**src/rtl/assert_macros.svh**
```systemverilog
// ---------------------------------------------------------------------------
// assert_macros
// Assertion macros for the RTL file that checks itself.
// ---------------------------------------------------------------------------
`ifndef ASSERT_MACROS_SVH
`define ASSERT_MACROS_SVH

// Check on every rising edge of clk_i, quiet while rst_ni is low.
`define ASSERT_CLK(label, prop, msg) \
  label: assert property (@(posedge clk_i) disable iff (!rst_ni) prop) else $error(msg);

// Check on every rising edge of clk_i, reset included.
`define ASSERT_ALWAYS(label, prop, msg) \
  label: assert property (@(posedge clk_i) prop) else $error(msg);

`endif

```
**src/rtl/atp_pkg.sv**
```systemverilog
// ---------------------------------------------------------------------------
// atp_pkg
// Constants, register codes and stage payload types of the tone period block.
// ---------------------------------------------------------------------------
package atp_pkg;

  localparam int SAMPLE_BITS = 10;
  localparam int CLOCK_LOG2  = 20;
  localparam int FRAC_BITS   = 4;

  localparam int SAMPLE_W   = 10;
  localparam int GAIN_W     = 8;
  localparam int OFFSET_W   = 16;
  localparam int PERIOD_W   = 16;
  localparam int HALF_W     = 15;
  localparam int CFG_IDX_W  = 8;
  localparam int CFG_DATA_W = 16;

  localparam logic [GAIN_W-1:0]   GAIN_RESET   = 8'd24;
  localparam logic [OFFSET_W-1:0] OFFSET_RESET = 16'd1010;

  // Sample bits that take part in the product.
  localparam int SAMPLE_USED = (SAMPLE_BITS < SAMPLE_W) ? SAMPLE_BITS : SAMPLE_W;
  localparam int NUM_LOG2    = CLOCK_LOG2 + FRAC_BITS;
  localparam int PROD_W      = GAIN_W + SAMPLE_USED;
  localparam int OFFS_W      = OFFSET_W + FRAC_BITS;
  localparam int DEN_W       = ((PROD_W > OFFS_W) ? PROD_W : OFFS_W) + 1;
  localparam int REM_W       = DEN_W + 1;

  // The quotient overflows PERIOD_W bits exactly when den <= 2^SAT_LOG2.
  localparam int SAT_LOG2 = NUM_LOG2 - PERIOD_W;
  localparam logic [DEN_W-1:0] SAT_DEN  = DEN_W'(1) << SAT_LOG2;
  localparam logic [REM_W-1:0] REM_INIT = REM_W'(1) << SAT_LOG2;

  localparam int BITS_PER_STAGE = 4;
  localparam int DIV_STAGES     = PERIOD_W / BITS_PER_STAGE;

  typedef enum logic [CFG_IDX_W-1:0] {
    REG_GAIN_Q4 = 8'd0,
    REG_OFFSET  = 8'd1
  } atp_reg_e;

  typedef struct packed {
    logic [GAIN_W-1:0]   gain_q4;
    logic [OFFSET_W-1:0] offset;
  } atp_cfg_t;

  typedef struct packed {
    logic                sat;
    logic [DEN_W-1:0]    den;
    logic [REM_W-1:0]    rem;
    logic [PERIOD_W-1:0] quo;
  } atp_div_t;

endpackage

```
**src/rtl/atp_if.sv**
```systemverilog
// ---------------------------------------------------------------------------
// atp channel interfaces
// Valid/ready channels for samples, results and register writes.
// ---------------------------------------------------------------------------
interface atp_sample_if;
  logic                          valid;
  logic                          ready;
  logic [atp_pkg::SAMPLE_W-1:0]  adc_sample;

  modport source (output valid, output adc_sample, input ready);
  modport sink (input valid, input adc_sample, output ready);
endinterface

interface atp_result_if;
  logic                          valid;
  logic                          ready;
  logic [atp_pkg::PERIOD_W-1:0]  period;
  logic [atp_pkg::HALF_W-1:0]    half_period;
  logic                          saturated;

  modport source (output valid, output period, output half_period, output saturated,
                  input ready);
  modport sink (input valid, input period, input half_period, input saturated,
                output ready);
endinterface

interface atp_cfg_if;
  logic                           valid;
  logic                           ready;
  logic [atp_pkg::CFG_IDX_W-1:0]  index;
  logic [atp_pkg::CFG_DATA_W-1:0] data;

  modport source (output valid, output index, output data, input ready);
  modport sink (input valid, input index, input data, output ready);
endinterface

```
**src/rtl/adc_to_tone_period.sv**
```systemverilog
// ---------------------------------------------------------------------------
// adc_to_tone_period
// Converter sample to tone timer period and half-period compare values.
// ---------------------------------------------------------------------------
// Each sample beat yields one result beat: period = floor(2^24 /
// (gain_q4 * sample + 16 * offset)), clipped to 65535 with saturated set
// when the quotient is too large or the denominator is zero, and
// half_period = period >> 1. The block takes one sample, and its division
// pipeline one denominator, per cycle while the result side does not
// stall. One stage multiplies and adds, four restoring-division stages
// produce four quotient bits each, and an output register holds the
// result. Each stage has its own valid bit and moves whenever the stage
// after it is free, so bubbles close up while a result waits at the
// output. Registers (index 0 gain_q4, index 1 offset) reset to 24 and
// 1010; they must be written only while the block is idle, which the
// block itself does not enforce, and writes to other indexes are dropped.
// ---------------------------------------------------------------------------
`include "assert_macros.svh"

module adc_to_tone_period (
  input  logic         clk_i,
  input  logic         rst_ni,
  atp_sample_if.sink   sample_i,
  atp_result_if.source result_o,
  atp_cfg_if.sink      cfg_i
);

  localparam int LAST = atp_pkg::DIV_STAGES;

  atp_pkg::atp_cfg_t cfg;

  // Stage 0 is the denominator stage; stages 1..LAST are division stages.
  logic [LAST:0]      st_valid;
  logic [LAST:0]      st_ready;
  atp_pkg::atp_div_t  st_data [LAST+1];

  logic                          res_valid_q;
  logic [atp_pkg::PERIOD_W-1:0]  period_d, period_q;
  logic                          sat_q;

  // Register file.
  atp_cfg u_cfg (
    .clk_i  (clk_i),
    .rst_ni (rst_ni),
    .cfg_i  (cfg_i),
    .cfg_o  (cfg)
  );

  // Multiply, add offset and decide saturation up front.
  atp_den u_den (
    .clk_i    (clk_i),
    .rst_ni   (rst_ni),
    .valid_i  (sample_i.valid),
    .ready_o  (sample_i.ready),
    .sample_i (sample_i.adc_sample),
    .cfg_i    (cfg),
    .valid_o  (st_valid[0]),
    .ready_i  (st_ready[0]),
    .data_o   (st_data[0])
  );

  // Division pipeline, one stage per group of quotient bits.
  for (genvar s = 0; s < LAST; s++) begin : g_div
    atp_div_stage u_stage (
      .clk_i   (clk_i),
      .rst_ni  (rst_ni),
      .valid_i (st_valid[s]),
      .ready_o (st_ready[s]),
      .data_i  (st_data[s]),
      .valid_o (st_valid[s+1]),
      .ready_i (st_ready[s+1]),
      .data_o  (st_data[s+1])
    );
  end

  // Output register: take the last stage whenever it is empty or drained.
  assign st_ready[LAST] = !res_valid_q || result_o.ready;

  // Clip to full scale on overflow or a zero denominator.
  assign period_d = st_data[LAST].sat ? '1 : st_data[LAST].quo;

  always_ff @(posedge clk_i or negedge rst_ni) begin
    if (!rst_ni) begin
      res_valid_q <= 1'b0;
    end else if (st_ready[LAST]) begin
      res_valid_q <= st_valid[LAST];
    end
  end

  always_ff @(posedge clk_i) begin
    if (st_valid[LAST] && st_ready[LAST]) begin
      period_q <= period_d;
      sat_q    <= st_data[LAST].sat;
    end
  end

  assign result_o.valid       = res_valid_q;
  assign result_o.period      = period_q;
  assign result_o.half_period = period_q[atp_pkg::PERIOD_W-1:1];
  assign result_o.saturated   = sat_q;

  // An accepted sample shows up in the denominator stage next cycle.
  `ASSERT_CLK(a_accept_enters, sample_i.valid && sample_i.ready |=> st_valid[0], "sample beat lost at pipeline entry")

  // A blocked final stage keeps its item.
  `ASSERT_CLK(a_last_holds, st_valid[LAST] && !st_ready[LAST] |=> st_valid[LAST] && $stable(st_data[LAST].quo), "final division stage dropped a stalled item")

  // Without overflow the remainder stays below the divisor.
  `ASSERT_CLK(a_rem_bound, st_valid[LAST] && !st_data[LAST].sat |-> st_data[LAST].rem < {1'b0, st_data[LAST].den}, "division remainder out of range")

endmodule

```
**src/rtl/atp_cfg.sv**
```systemverilog
// ---------------------------------------------------------------------------
// atp_cfg
// Gain and offset registers behind the write channel.
// ---------------------------------------------------------------------------
module atp_cfg (
  input  logic               clk_i,
  input  logic               rst_ni,
  atp_cfg_if.sink            cfg_i,
  output atp_pkg::atp_cfg_t  cfg_o
);

  atp_pkg::atp_cfg_t cfg_d, cfg_q;

  assign cfg_i.ready = 1'b1;
  assign cfg_o       = cfg_q;

  always_comb begin
    cfg_d = cfg_q;
    if (cfg_i.valid) begin
      // Drop writes to unknown indexes.
      if (cfg_i.index == atp_pkg::REG_GAIN_Q4) begin
        cfg_d.gain_q4 = cfg_i.data[atp_pkg::GAIN_W-1:0];
      end else if (cfg_i.index == atp_pkg::REG_OFFSET) begin
        cfg_d.offset = cfg_i.data[atp_pkg::OFFSET_W-1:0];
      end
    end
  end

  always_ff @(posedge clk_i or negedge rst_ni) begin
    if (!rst_ni) begin
      cfg_q.gain_q4 <= atp_pkg::GAIN_RESET;
      cfg_q.offset  <= atp_pkg::OFFSET_RESET;
    end else begin
      cfg_q <= cfg_d;
    end
  end

endmodule

```
**src/rtl/atp_den.sv**
```systemverilog
// ---------------------------------------------------------------------------
// atp_den
// First stage: form the Q.4 denominator and flag quotient overflow.
// ---------------------------------------------------------------------------
module atp_den (
  input  logic                          clk_i,
  input  logic                          rst_ni,
  input  logic                          valid_i,
  output logic                          ready_o,
  input  logic [atp_pkg::SAMPLE_W-1:0]  sample_i,
  input  atp_pkg::atp_cfg_t             cfg_i,
  output logic                          valid_o,
  input  logic                          ready_i,
  output atp_pkg::atp_div_t             data_o
);

  logic                           valid_q;
  atp_pkg::atp_div_t              data_d, data_q;
  logic [atp_pkg::PROD_W-1:0]     prod;
  logic [atp_pkg::DEN_W-1:0]      den;

  assign ready_o = !valid_q || ready_i;
  assign valid_o = valid_q;
  assign data_o  = data_q;

  always_comb begin
    prod = cfg_i.gain_q4 * sample_i[atp_pkg::SAMPLE_USED-1:0];
    den  = atp_pkg::DEN_W'(prod)
         + atp_pkg::DEN_W'({cfg_i.offset, {atp_pkg::FRAC_BITS{1'b0}}});
    data_d.den = den;
    data_d.sat = (den <= atp_pkg::SAT_DEN);
    data_d.rem = atp_pkg::REM_INIT;
    data_d.quo = '0;
  end

  always_ff @(posedge clk_i or negedge rst_ni) begin
    if (!rst_ni) begin
      valid_q <= 1'b0;
    end else if (ready_o) begin
      valid_q <= valid_i;
    end
  end

  always_ff @(posedge clk_i) begin
    if (valid_i && ready_o) begin
      data_q <= data_d;
    end
  end

endmodule

```
**src/rtl/atp_div_stage.sv**
```systemverilog
// ---------------------------------------------------------------------------
// atp_div_stage
// One restoring division stage: four quotient bits per register stage.
// ---------------------------------------------------------------------------
module atp_div_stage (
  input  logic               clk_i,
  input  logic               rst_ni,
  input  logic               valid_i,
  output logic               ready_o,
  input  atp_pkg::atp_div_t  data_i,
  output logic               valid_o,
  input  logic               ready_i,
  output atp_pkg::atp_div_t  data_o
);

  logic               valid_q;
  atp_pkg::atp_div_t  data_d, data_q;

  assign ready_o = !valid_q || ready_i;
  assign valid_o = valid_q;
  assign data_o  = data_q;

  // The numerator bits below the initial remainder are all zero, so only
  // zeros shift in.
  always_comb begin
    logic [atp_pkg::REM_W-1:0] r2;
    data_d = data_i;
    for (int i = 0; i < atp_pkg::BITS_PER_STAGE; i++) begin
      r2 = {data_d.rem[atp_pkg::REM_W-2:0], 1'b0};
      data_d.quo = {data_d.quo[atp_pkg::PERIOD_W-2:0], 1'b0};
      if (r2 >= {1'b0, data_d.den}) begin
        data_d.rem    = r2 - {1'b0, data_d.den};
        data_d.quo[0] = 1'b1;
      end else begin
        data_d.rem = r2;
      end
    end
  end

  always_ff @(posedge clk_i or negedge rst_ni) begin
    if (!rst_ni) begin
      valid_q <= 1'b0;
    end else if (ready_o) begin
      valid_q <= valid_i;
    end
  end

  always_ff @(posedge clk_i) begin
    if (valid_i && ready_o) begin
      data_q <= data_d;
    end
  end

endmodule

```
**src/flat_wrapper.sv**
```systemverilog
// flat-port wrapper written by rule: the top's interface ports become plain ports
module adc_to_tone_period_flat 
  (clk_i, rst_ni, sample_i_valid, sample_i_adc_sample, sample_i_ready, result_o_valid, result_o_period, result_o_half_period, result_o_saturated, result_o_ready, cfg_i_valid, cfg_i_index, cfg_i_data, cfg_i_ready);
  atp_sample_if sample_i_i ();
  atp_result_if result_o_i ();
  atp_cfg_if cfg_i_i ();
  input  logic clk_i;
  input  logic rst_ni;
  input wire logic [$bits(sample_i_i.valid)-1:0] sample_i_valid;
  input wire logic [$bits(sample_i_i.adc_sample)-1:0] sample_i_adc_sample;
  output wire logic [$bits(sample_i_i.ready)-1:0] sample_i_ready;
  output wire logic [$bits(result_o_i.valid)-1:0] result_o_valid;
  output wire logic [$bits(result_o_i.period)-1:0] result_o_period;
  output wire logic [$bits(result_o_i.half_period)-1:0] result_o_half_period;
  output wire logic [$bits(result_o_i.saturated)-1:0] result_o_saturated;
  input wire logic [$bits(result_o_i.ready)-1:0] result_o_ready;
  input wire logic [$bits(cfg_i_i.valid)-1:0] cfg_i_valid;
  input wire logic [$bits(cfg_i_i.index)-1:0] cfg_i_index;
  input wire logic [$bits(cfg_i_i.data)-1:0] cfg_i_data;
  output wire logic [$bits(cfg_i_i.ready)-1:0] cfg_i_ready;
  assign sample_i_i.valid = sample_i_valid;
  assign sample_i_i.adc_sample = sample_i_adc_sample;
  assign sample_i_ready = sample_i_i.ready;
  assign result_o_valid = result_o_i.valid;
  assign result_o_period = result_o_i.period;
  assign result_o_half_period = result_o_i.half_period;
  assign result_o_saturated = result_o_i.saturated;
  assign result_o_i.ready = result_o_ready;
  assign cfg_i_i.valid = cfg_i_valid;
  assign cfg_i_i.index = cfg_i_index;
  assign cfg_i_i.data = cfg_i_data;
  assign cfg_i_ready = cfg_i_i.ready;
  adc_to_tone_period u_core (.clk_i(clk_i), .rst_ni(rst_ni), .sample_i(sample_i_i), .result_o(result_o_i), .cfg_i(cfg_i_i));
endmodule
```
**config.mk**
```make
export PLATFORM = sky130hd
export DESIGN_NAME = adc_to_tone_period_flat
export DESIGN_NICKNAME = d
export VERILOG_FILES = /design/src/rtl/atp_pkg.sv /design/src/rtl/atp_if.sv /design/src/rtl/adc_to_tone_period.sv /design/src/rtl/atp_cfg.sv /design/src/rtl/atp_den.sv /design/src/rtl/atp_div_stage.sv /design/src/flat_wrapper.sv
export VERILOG_INCLUDE_DIRS = /design/src /design/src/rtl
export SDC_FILE = /design/constraint.sdc
export NUM_CORES = 1
export LEC_CHECK = 0
export BUFFER_PORTS_ARGS = -buffer_cell sky130_fd_sc_hd__buf_4
export CAP_MARGIN = 5
export CORE_MARGIN = 2
export CORE_UTILIZATION = 30
export CTS_CLUSTER_DIAMETER = 60
export DETAILED_ROUTE_END_ITERATION = 16
export MAX_ROUTING_LAYER = met4
export PLACE_DENSITY = 0.48
export SETUP_SLACK_MARGIN = 0.05
export SYNTH_ARGS = -nofsm -noshare
export SYNTH_HDL_FRONTEND = slang
export SYNTH_SLANG_ARGS = --single-unit
```
**constraint.sdc**
```tcl
create_clock -name clk_i -period 12.4 [get_ports clk_i]
set_input_delay 2.48 -clock clk_i [delete_from_list [all_inputs] [get_ports clk_i]]
set_output_delay 2.48 -clock clk_i [all_outputs]
set_load 0.005 [all_outputs]
```
[Word-level counts from Yosys, hierarchy flattened]
Cells that the tools add are included.
Word-level totals
  logic and storage cells: 117
  output and inout port bits: 35
  register bits: 239
Operators by class
  add/sub/neg operators: 16
  equal/unequal tests: 1
  muxes and demuxes: 31
  $mul: 1
  reduce and logical (&&, ||, !) cells: 21
  bitwise gates (word level): 1
  order comparisons: 17
Operators with widths (count)
  $ge A22 B21 Y1: 15
  $mux W21: 15
  $sub A21 B21 Y21: 14
  $add A18 B20 Y21: 1
  $ge A10 B21 Y1 const A: 1
  $le A21 B9 Y1 const B: 1
  $sub A10 B21 Y21 const A: 1
  $mul A8 B10 Y18: 1
  $mux W1: 16
  $eq A8 B1 Y1 const B: 1
  $logic_not A8 Y1: 1
  $logic_and A1 B1 Y1: 6
  $logic_not A1 Y1: 6
  $logic_or A1 B1 Y1: 6
  $reduce_and A3 Y1: 1
  $reduce_and A2 Y1: 1
  $not A1 Y1: 1

[Logic depth before layout (Yosys ltp)]
  depth in word-level cells: 8
  gate-level depth with buffers: 52
  mapped depth without buffers: 46

[Hierarchy]
From an unflattened synthesis, not the netlist that was laid out.
Second synthesis, totals
  cell total of the unflattened synthesis: 3630
  area total of the unflattened synthesis: 34155.3 µm²
Modules (own cells, without submodules)
  atp_div_stage (u_core.g_div[1].u_stage ...): area an instance 7024.2 µm², cells each 751, times used 2
  atp_div_stage (u_core.g_div[3].u_stage): area an instance 7034.2 µm², cells each 762, times used 1
  atp_div_stage (u_core.g_div[0].u_stage): area an instance 7008.0 µm², cells each 800, times used 1
  atp_den: area an instance 4282.9 µm², cells each 456, times used 1
  atp_cfg: area an instance 1003.5 µm², cells each 57, times used 1
  adc_to_tone_period: area an instance 778.2 µm², cells each 53, times used 1

[Worst setup path before layout]
No wires, ideal clock.
  kind: register to register
  start point: register u_core.g_div[0].u_stage.data_q (netlist bit u_core.g_div[0].u_stage.data_o[38])
  end point: register u_core.g_div[1].u_stage.data_q (netlist bit u_core.g_div[1].u_stage.data_o[19]), data pin
  arrival time: 11064 ps
  clock period less this slack: 11324 ps
  setup time: 260 ps
  data required time: 12140 ps
  cell stages (with the launch flop): 50
  path buffers: 7
  slack: 1076 ps
  cells stage by stage: edfxtp_1 -> buf_4 -> inv_1 -> fa_1 -> a21o_1 -> a221oi_2 -> o21ai_1 -> a311o_1 -> nor3_2 -> o211a_4 -> inv_2 -> buf_4 -> mux2_1 -> ha_1 -> buf_2 -> or2_2 -> a311oi_1 -> a211oi_1 -> (+14 left out) -> a31oi_1 -> o21a_4 -> inv_4 -> buf_6 -> mux2_4 -> ha_1 -> a21o_1 -> a21o_1 -> a221oi_1 -> o21ai_1 -> a211oi_2 -> o21ai_1 -> a21o_1 -> a21boi_0 -> o21ai_0 -> nor3_2 -> buf_4 -> mux2_2
RTL lines
  start, declared: RTL line atp_div_stage.sv:17  | atp_pkg::atp_div_t data_d, data_q;
  start signal, assigned: RTL line atp_div_stage.sv:50  | data_q <= data_d;
  end signal, assigned: RTL line atp_div_stage.sv:50
  end, declared: RTL line atp_div_stage.sv:17

==> implementation parameters <==
Parameter                              Value

Final layout
  Total Nets Final ... 3629
  Area growth syn-to-layout ... 12.59%
  Ant diodes ... 0
  Fin cells ... 4463
  Layout cell share with drive strength beyond 1 ... between 10 and 15%
  Post-route standard cell area excluding fillers ... between 30000 and 40000 µm²

Routing
  Average routed wire per standard cell ... 18.12 µm
  Antenna-violating nets left ... 0
  Total number of vias ... 22670
  Detailed-router iteration count before antenna repair ... 6
  Post-Route WL ... 80.89 mm
  DRC violation total after the first TritonRoute iteration ... 1175
  Routed via count divided by cell count ... 5.080
  Number of remaining DRC errors ... 0

Timing
  Clock period minus worst slack ... about 12 ns
  Actual transition at the worst max-transition pin ... between 0.9 and 1 ns
  Number of failing setup endpoints in the final timing report ... 0
  Worst slew margin relative to its limit ... 33.82%
  Setup Total Neg Slack ... 0 ns
  Post-route clock skew ... around 0.027 ns
  Final Hold Vio Count ... 0
  Setup repair after global routing missed its margin ... no
  Final cycle utilization of the critical path ... a little over nine tenths
  Final slew viol count ... 0
  Maximum clock rate ... 85.99 MHz

Placed design
  Routability congestion estimate ... 0.8872
  Post-DP HPWL ... just under 70 mm
  Cell total after placement ... 4390
  Post-Place Cell Area ... 30190 µm²
  Number of I/O port buffers ... between 70 and 80

Global route
  Antenna violations before repair ... 0
  Fraction of met1 tracks used by global routing ... 21.63%
  Maximum number of pins on one net before global-route repair ... 56
  Via count of the first global-routing pass ... 22600
  GR peak layer ... met2
  Met3 routing resource usage after global routing ... 1.585%
  Global routing usage summed across all routing layers ... 17.38%
  Congestion Overflow GR ... 0
  First-pass GRT wire length ... 127.5 mm
  Fraction of met2 tracks used by global routing ... 30.23%

Yosys
  Area share of the largest cell type after synthesis ... 22.40%
  Average instance area after synthesis ... roughly 9.1 µm²
  Cell with the most instances after synthesis ... ha_1
  Yosys warnings ... 0
  Library cells used by synthesis ... ~110
  Share of flip-flops with an asynchronous set or reset after synthesis ... 12.55%
  Predominant post-synthesis flop cell ... edfxtp_1
  Post-synth EDFFs ... approximately 210
  Most common library cells after synthesis ... ha_1 (346), nand2_1 (252), a21oi_1 (229)
  Area of the mapped netlist ... 28020 µm²
  Cells after synthesis ... ~3000
  Synthesized net count ... 3524
  Number of flip-flops and latches in the synthesized netlist ... 239
  Most area-hungry cell type in the Yosys netlist ... edfxtp_1
  Ranking of synthesized cells by area ... edfxtp_1 (22%), ha_1 (15%), xnor2_1 (4.8%), mux2_2 (4.6%), fa_1 (4.6%)
  Register area share after synthesis ... 25.12%

Die
  DIE WIDTH ... 309.6 µm
  Boundary pin count ... 74
  Die footprint ... roughly 96000 µm²
  Row count ... ~110
  Starting density of the core ... 30.15%
  Die height ... ~310 µm
  Core region area ... 92910 µm²

Clock tree
  Number of CTS-inserted buffers ... 38
  Max clock buf depth ... 3
  Number of hold buffers added after cts ... 0
  # H-tree levels ... 2
  TritonCTS clock tree ... yes
  Clock sink count ... 239
  Clock latency on the worst-skew pair ... approximately 0.56 ns
  Clock slew seen by the registers of the worst setup and hold paths ... 0.06 ns
  Clock tree root buffer cell ... clkbuf_16

Critical path
  Crit Reg-Reg Startpoint ... u_core.g_div[0].u_stage.data_o[39]
  CP peak stage delay ... about 0.46 ns
  Crit path top cell by count ... a21o_1
  Critical path data required time ... 12.70 ns
  Maximum fanout encountered on the critical timing path ... 26
  Kind of end point of the critical path ... flip-flop
  Classification of the worst setup path ... reg -> reg
  Critical Path Start ... u_core.g_div[0].u_stage.data_o[39]
  Critical path data arrival time ... about 12 ns
  Cell type of the slowest stage on the worst timing path ... a311o_1
  Kind of start point of the critical path ... flip-flop

Hold path
  Hold crit path type ... reg -> reg
  HP Start ... u_core.g_div[1].u_stage.data_o[5]

Flow run
  Number of max-cap violations ... 0

Run status
  Result of the run ... completed
worst paths after layout:
check / slack, ns / end / depth (start not counted)
max: 0.77 / u_core.g_div[1].u_stage.data_o[34] / 44
min in group asynchronous: 1.86 / u_core.u_cfg.cfg_o[21] / 1
max in group asynchronous: 10.21 / u_core.u_cfg.cfg_o[1] / 1
min: 0.42 / u_core.g_div[2].u_stage.data_o[9] / 0
max reg2reg: 0.77 / u_core.g_div[1].u_stage.data_o[34] / 44
min reg2reg: 0.42 / u_core.g_div[2].u_stage.data_o[9] / 0
logic make-up (layout without fill, tap and decap cells):
kind of cell,after synthesis,count (layout),synth area share [%]
flops,239,239,25.12
xor+xnor,244,244,7.628
other cells,1,1,0.01339
fa+ha+maj,410,410,20.03
buf+inv,300,434,4.587
mux,171,171,7.079
simple gates,862,862,15.36
compound gates,848,848,20.18
state kept, by name, indices dropped and copies added, names as in the netlist:
name	flops
u_core.g_div.u_stage.valid_o	4
u_core.u_cfg.cfg_o	24
u_core.result_o.valid	1
u_core.u_den.data_o	22
u_core.u_den.valid_o	1
u_core.result_o.saturated	1
u_core.g_div.u_stage.data_o	170
u_core.result_o.period	16
stage by stage:
stage	hold slack (ns)	utilization, %	worst slack [ns]
6_report	0.4168	33.95	0.7706
3_3_place_gp	0.4003	32.50	0.3268
3_5_place_dp	0.4052	32.50	0.06678
5_1_grt	0.4195	33.95	0.05541
2_1_floorplan	0.4003	-	1.076
4_1_cts	0.4190	33.86	0.09279
final cells by class:
class                   instances  area, µm²
fillers                      9619      61370
multi-input cells            2536      19770
flip-flops and latches        239       7038
well taps                    1254       1569
repair buffers                138       1036
clock buffers                  41      962.2
inverters                     227      864.6
clock inverters                28      300.3
per-layer routing:
layer	vias up	part of all wire, %
li1	11460	-
met1	10750	46
met2	364	49
met3	98	3.0
met4	0	2.4
met5	-	0
critical path: cells and delay by family, from the launching register on:
family                   cells  cell delay [ns]
AO/OA/AOI/OAI               26             6.00
adder cells (fa/ha/maj)      4             1.49
buffers and inverters        6             0.94
flip-flops                   1             0.43
multiplexers                 4             1.35
AND/OR/NAND/NOR              4             1.12
layout by cell type, fill, tap and decap left out, types with 18 or more instances in the layout:
master	n
mux2i_1	23
or3_1	25
nand4_1	25
and2_1	77
edfxtp_1	209
fa_1	64
nand3_1	47
clkbuf_16	38
xor2_1	91
dfrtp_1	21
mux2_4	23
nor2_1	196
o21ai_0	158
o21bai_1	28
or2_2	33
nor2b_1	30
buf_4	138
o21ai_1	18
nor3_1	52
nand2b_1	41
a21oi_1	229
ha_1	346
xnor2_1	153
mux2_2	114
o31ai_1	27
nand2_1	252
inv_1	218
o21a_1	55
a21o_1	110
a211oi_1	31
what timing repair did:
| action | CTS | global route |
|---|---|---|
| buffers inserted | 0 | 4 |
| endpoints found under the setup margin | 19 | 53 |
| pin swaps | 0 | 1 |
| gates resized for setup | 1 | 15 |
Power is left out: the tool's default activity adds up to more than one toggle a clock period on the data nets, which glitch-free logic cannot reach.
